### config.mk
export PLATFORM = sky130hd
export DESIGN_NAME = tpd_cell
export DESIGN_NICKNAME = d
export VERILOG_FILES = /design/src/rtl/tpd_pkg.sv /design/src/rtl/tpd_cell.sv
export SDC_FILE = /design/constraint.sdc
export NUM_CORES = 1
export LEC_CHECK = 0
export BUFFER_PORTS_ARGS = -buffer_cell sky130_fd_sc_hd__buf_2
export CAP_MARGIN = 25
export CORE_MARGIN = 8
export CORE_UTILIZATION = 34
export DETAILED_ROUTE_END_ITERATION = 10
export PLACE_DENSITY_LB_ADDON = 0.25
export SETUP_SLACK_MARGIN = 0.5
export SLEW_MARGIN = 20
export SYNTH_ARGS = -nofsm -noshare
export SYNTH_HDL_FRONTEND = slang
export SYNTH_SLANG_ARGS = --single-unit
### constraint.sdc
create_clock -name clock -period 2.5 [get_ports clock]
set_input_delay 0.125 -clock clock [delete_from_list [all_inputs] [get_ports clock]]
set_output_delay 0.125 -clock clock [all_outputs]
set_load 0.02 [all_outputs]
### src/rtl/tpd_pkg.sv
// ---------------------------------------------------------------------------
// tpd_pkg: shared types and constants of the thermal propagation detector
// Incident entry and cell control types, register indexes and sample kinds.
// ---------------------------------------------------------------------------
`default_nettype none
package tpd_pkg;

   localparam int SENSORS_DEFAULT   = 8;
   localparam int INCIDENTS_DEFAULT = 16;
   localparam int KINDS             = 3;

   localparam logic [1:0] KIND_TEMPERATURE = 2'd0;
   localparam logic [1:0] KIND_VOLTAGE     = 2'd1;
   localparam logic [1:0] KIND_PRESSURE    = 2'd2;

   localparam logic [7:0] REG_TEMPERATURE_LIMIT = 8'd0;
   localparam logic [7:0] REG_VOLTAGE_LIMIT     = 8'd1;
   localparam logic [7:0] REG_PRESSURE_LIMIT    = 8'd2;
   localparam logic [7:0] REG_RELATED_WINDOW    = 8'd3;
   localparam logic [7:0] REG_NEIGHBOUR_MAP     = 8'd4;
   localparam logic [7:0] REG_PRESSURE_PRESENT  = 8'd5;

   typedef struct packed {
      logic [2:0]  sensor;
      logic [1:0]  kind;
      logic [31:0] stamp;
   } entry_type;

   typedef struct packed {
      logic       shift;     // take the entry of the upper neighbour
      logic       search;    // evaluate the propagation match
      logic [7:0] row;       // neighbour row of the newest incident's sensor
      logic [1:0] kind;      // kind of the newest incident
      logic       pressure;  // a pressure incident is required in the pair
   } cell_ctrl_type;

endpackage
`default_nettype wire

### src/rtl/tpd_cell.sv
// ---------------------------------------------------------------------------
// tpd_cell: one place of the incident window
// Holds one incident, shifts towards the oldest end and flags a match.
// ---------------------------------------------------------------------------
`default_nettype none
module tpd_cell (
   input  wire logic                   clock,
   input  wire logic                   reset,
   input  wire tpd_pkg::cell_ctrl_type ctrl,
   input  wire logic                   live,
   input  wire logic                   load,
   input  wire tpd_pkg::entry_type     load_entry,
   input  wire tpd_pkg::entry_type     upper_entry,
   output tpd_pkg::entry_type          entry,
   output logic                        match
);
   import tpd_pkg::*;

   entry_type entry_ff, entry_in;
   logic      match_ff, match_in;
   logic      kind_ok;

   always_comb begin
      entry_in = entry_ff;
      if (load) begin
         entry_in = load_entry;
      end else if (ctrl.shift) begin
         entry_in = upper_entry;
      end
   end

   // Pair rule: another kind, and with pressure sensors fitted one side is pressure.
   assign kind_ok = (entry_ff.kind != ctrl.kind) &&
                    (!ctrl.pressure || entry_ff.kind == KIND_PRESSURE ||
                     ctrl.kind == KIND_PRESSURE);

   always_comb begin
      match_in = match_ff;
      if (ctrl.search) begin
         match_in = live && ctrl.row[entry_ff.sensor] && kind_ok;
      end
   end

   always_ff @(posedge clock) begin
      entry_ff <= entry_in;
      if (reset) begin
         match_ff <= 1'b0;
      end else begin
         match_ff <= match_in;
      end
   end

   assign entry = entry_ff;
   assign match = match_ff;
endmodule
`default_nettype wire

==> flow_metrics.py <==
metrics = {
    "outcome": {
        "status": "finished clean",
    },
    "worst_setup_path": {
        "worstPathArrival_ns": 1.59,
        "critical_path_required_ns": 2.67,
        "start_kind": "register",
        "critPathMaxFanout": 5,
        "worstSetupPathType": "register to register",
        "endpoint_kind": "register",
    },
    "yosys": {
        "synth_top_area_frac": 0.644,
        "yosys_warnings": 0,
        "async_flop_share": 0,
        "yosysMostFrequentCell": "edfxtp_1",
        "syn-num-nets": 189,
        "syn_avg_cell_area_um2": 17.6,
        "synth_edf_count": 37,
        "synth_cell_types": 19,
        "synth_seq_cells": 38,
        "synth_area_mm2": 0.00172,
        "synth.area.top_cells": "edfxtp_1 64%, mux2_2 21%, mux2_1 3.3%, mux2i_1 1.7%, buf_2 1.2%",
        "synth_area_leader_cell": "edfxtp_1",
        "synth_common_cells": "37 x edfxtp_1, 32 x mux2_2, 5 x mux2_1",
        "synthFlopType": "edfxtp_1",
        "yosysSeqAreaShare": 0.656,
        "syn_inst": 98,
    },
    "cells_and_area": {
        "drive_above_1_share": 0.741,
        "final_area_mm2": 0.00255,
        "n_fill_cell": 479,
        "syn2layout_area_growth_pct": 48.1,
        "nets": 322,
        "n_antenna_cell": 0,
    },
    "route": {
        "drtIter0Drc": 11,
        "route.detailed.drc": 0,
        "drtAntennaViolNets": 0,
        "drt-total-wl_mm": 4.66,
        "vias": 1345,
        "avgViaCountPerCell": 4.45,
        "routedWlPerCell_um": 15.4,
        "drt-pass1-iter-count": 3,
    },
    "pwr": {
        "p_leak_nw": 1.16,
        "peakVddDrop_mv": 0.419,
        "power_density_mw_per_mm2": 640,
        "power_mw": 1.63,
    },
    "timing": {
        "drv_slew": 0,
        "fmaxAchievable_ghz": 0.705,
        "skew_ns": 0.000254,
        "fin_crit_sh": 0.568,
        "finalSetupViolations": 0,
        "layout_setup_ws_ns": 1.08,
        "holdWs_ns": 0.124,
        "setup_tns_ns": 0,
        "worstMarginPinSlew_ns": 0.400,
        "relSlewSlack": 0.734,
        "rsz0062_at_grt": "false",
        "hold_viol": 0,
        "fin_crit_ns": 1.42,
    },
    "cts": {
        "clk_latency_ns": 0.28,
        "cts_root_buf": "clkbuf_8",
        "numCtsBuffers": 5,
        "cts_max_path_buffers": 2,
        "clk_pin_slew_worst_paths_ns": 0.07,
        "cts_resized": 0,
        "cts_setup_buffers": 0,
        "clkSinkCount": 38,
        "cts_tree": "yes",
        "cts_max_level": 2,
        "ctsHoldBuffers": 0,
    },
    "global_route": {
        "grt_pass1_vias": 1562,
        "grt_start_max_net_pins": 28,
        "grt_pass1_wl_mm": 7.42,
        "grt.overflow.total": 0,
        "antenna_found_initial": 0,
        "track_usage": 0.127,
    },
    "die": {
        "std_cell_rows": 26,
        "core_mm2": 0.00501,
        "initial_utilization": 0.344,
        "die_area_mm2": 0.00761,
        "fp.dieH_um": 87.2,
        "io_pins": 129,
        "dieWidth_um": 87.2,
    },
    "placement": {
        "dp.final_hpwl_mm": 3.77,
        "pre_cts_ws_ns": 0.856,
        "routabilityCongestion": 0.813,
        "portBuffers": 128,
        "dpl_cell_area_mm2": 0.00245,
    },
    "min_path": {
        "min_path_type": "input port to register",
    },
    "run": {
        "drv_cap": 0,
    },
}
## routing by layer
metal	track usage	share of wire	up-vias
met5	0	0	-
met4	0.0422	0.012	0
met3	0.0783	0.15	4
met2	0.210	0.46	81
met1	0.128	0.38	613
li1	-	-	647
## worst paths after layout
kind / cells past startpoint / to / startpoint / slack, ns
max: 4 / match / entry[36] / 1.08
min: 2 / entry[21] / upper_entry[21] / 0.12
max reg2reg: 4 / match / entry[36] / 1.08
min reg2reg: 1 / match / match / 0.48
## worst max-delay path, stage by stage (launching register included)
cell,delay (ns)
edfxtp_1,0.47
mux2_4,0.33
o32ai_2,0.22
a2111oi_2,0.06
a22o_1,0.23
## sequential cells by signal (all words and copies together), names as in the netlist
signal	cells
match	1
entry	37
## power by group
part           leakage (nW)  internal [mW]  switching, mW
combinational         0.727          0.154          0.177
sequential            0.385          0.779         0.0260
clock                0.0524          0.298          0.199
total                  1.16           1.23          0.403
## metrics by stage
step,utilization,cells
final,0.510,302
after CTS,0.510,302
after global routing,0.510,302
after global placement,0.489,294
after floorplan,-,98
after detailed placement,0.489,294
## layout make-up
cell class	instances	area [um2]	share of cell area
Multi-Input combinational cell	54	566	0.221
Sequential cell	38	1130	0.443
Clock inverter	1	30.0	0.0118
Inverter	2	7.51	0.00294
Clock buffer	7	76.3	0.0299
Tap cell	70	87.6	0.0343
Timing Repair Buffer	130	656	0.257
## layout by cell type (no fill, tap or decap)
master     count
buf_4          2
nand3b_1       2
mux2i_1        3
buf_2        128
and3_1         1
bufinv_16      1
inv_1          2
clkbuf_8       5
mux2_1         5
or2_2          1
mux2_4         1
a22o_1         1
clkbuf_1       2
nor2_1         1
edfxtp_1      37
mux2_2        32
o32ai_2        1
nand3_1        1
o22ai_1        1
xor2_1         2
a2111oi_2      1
dfxtp_1        1
nand2_1        1
## logic make-up after synthesis
group | Yosys count | synth area share
buf+inv | 6 | 0.0160
xor+xnor | 2 | 0.0102
compound gates | 4 | 0.0269
mux | 41 | 0.268
flops | 38 | 0.656
simple gates | 7 | 0.0232
(Power assumes the default switching activity.)
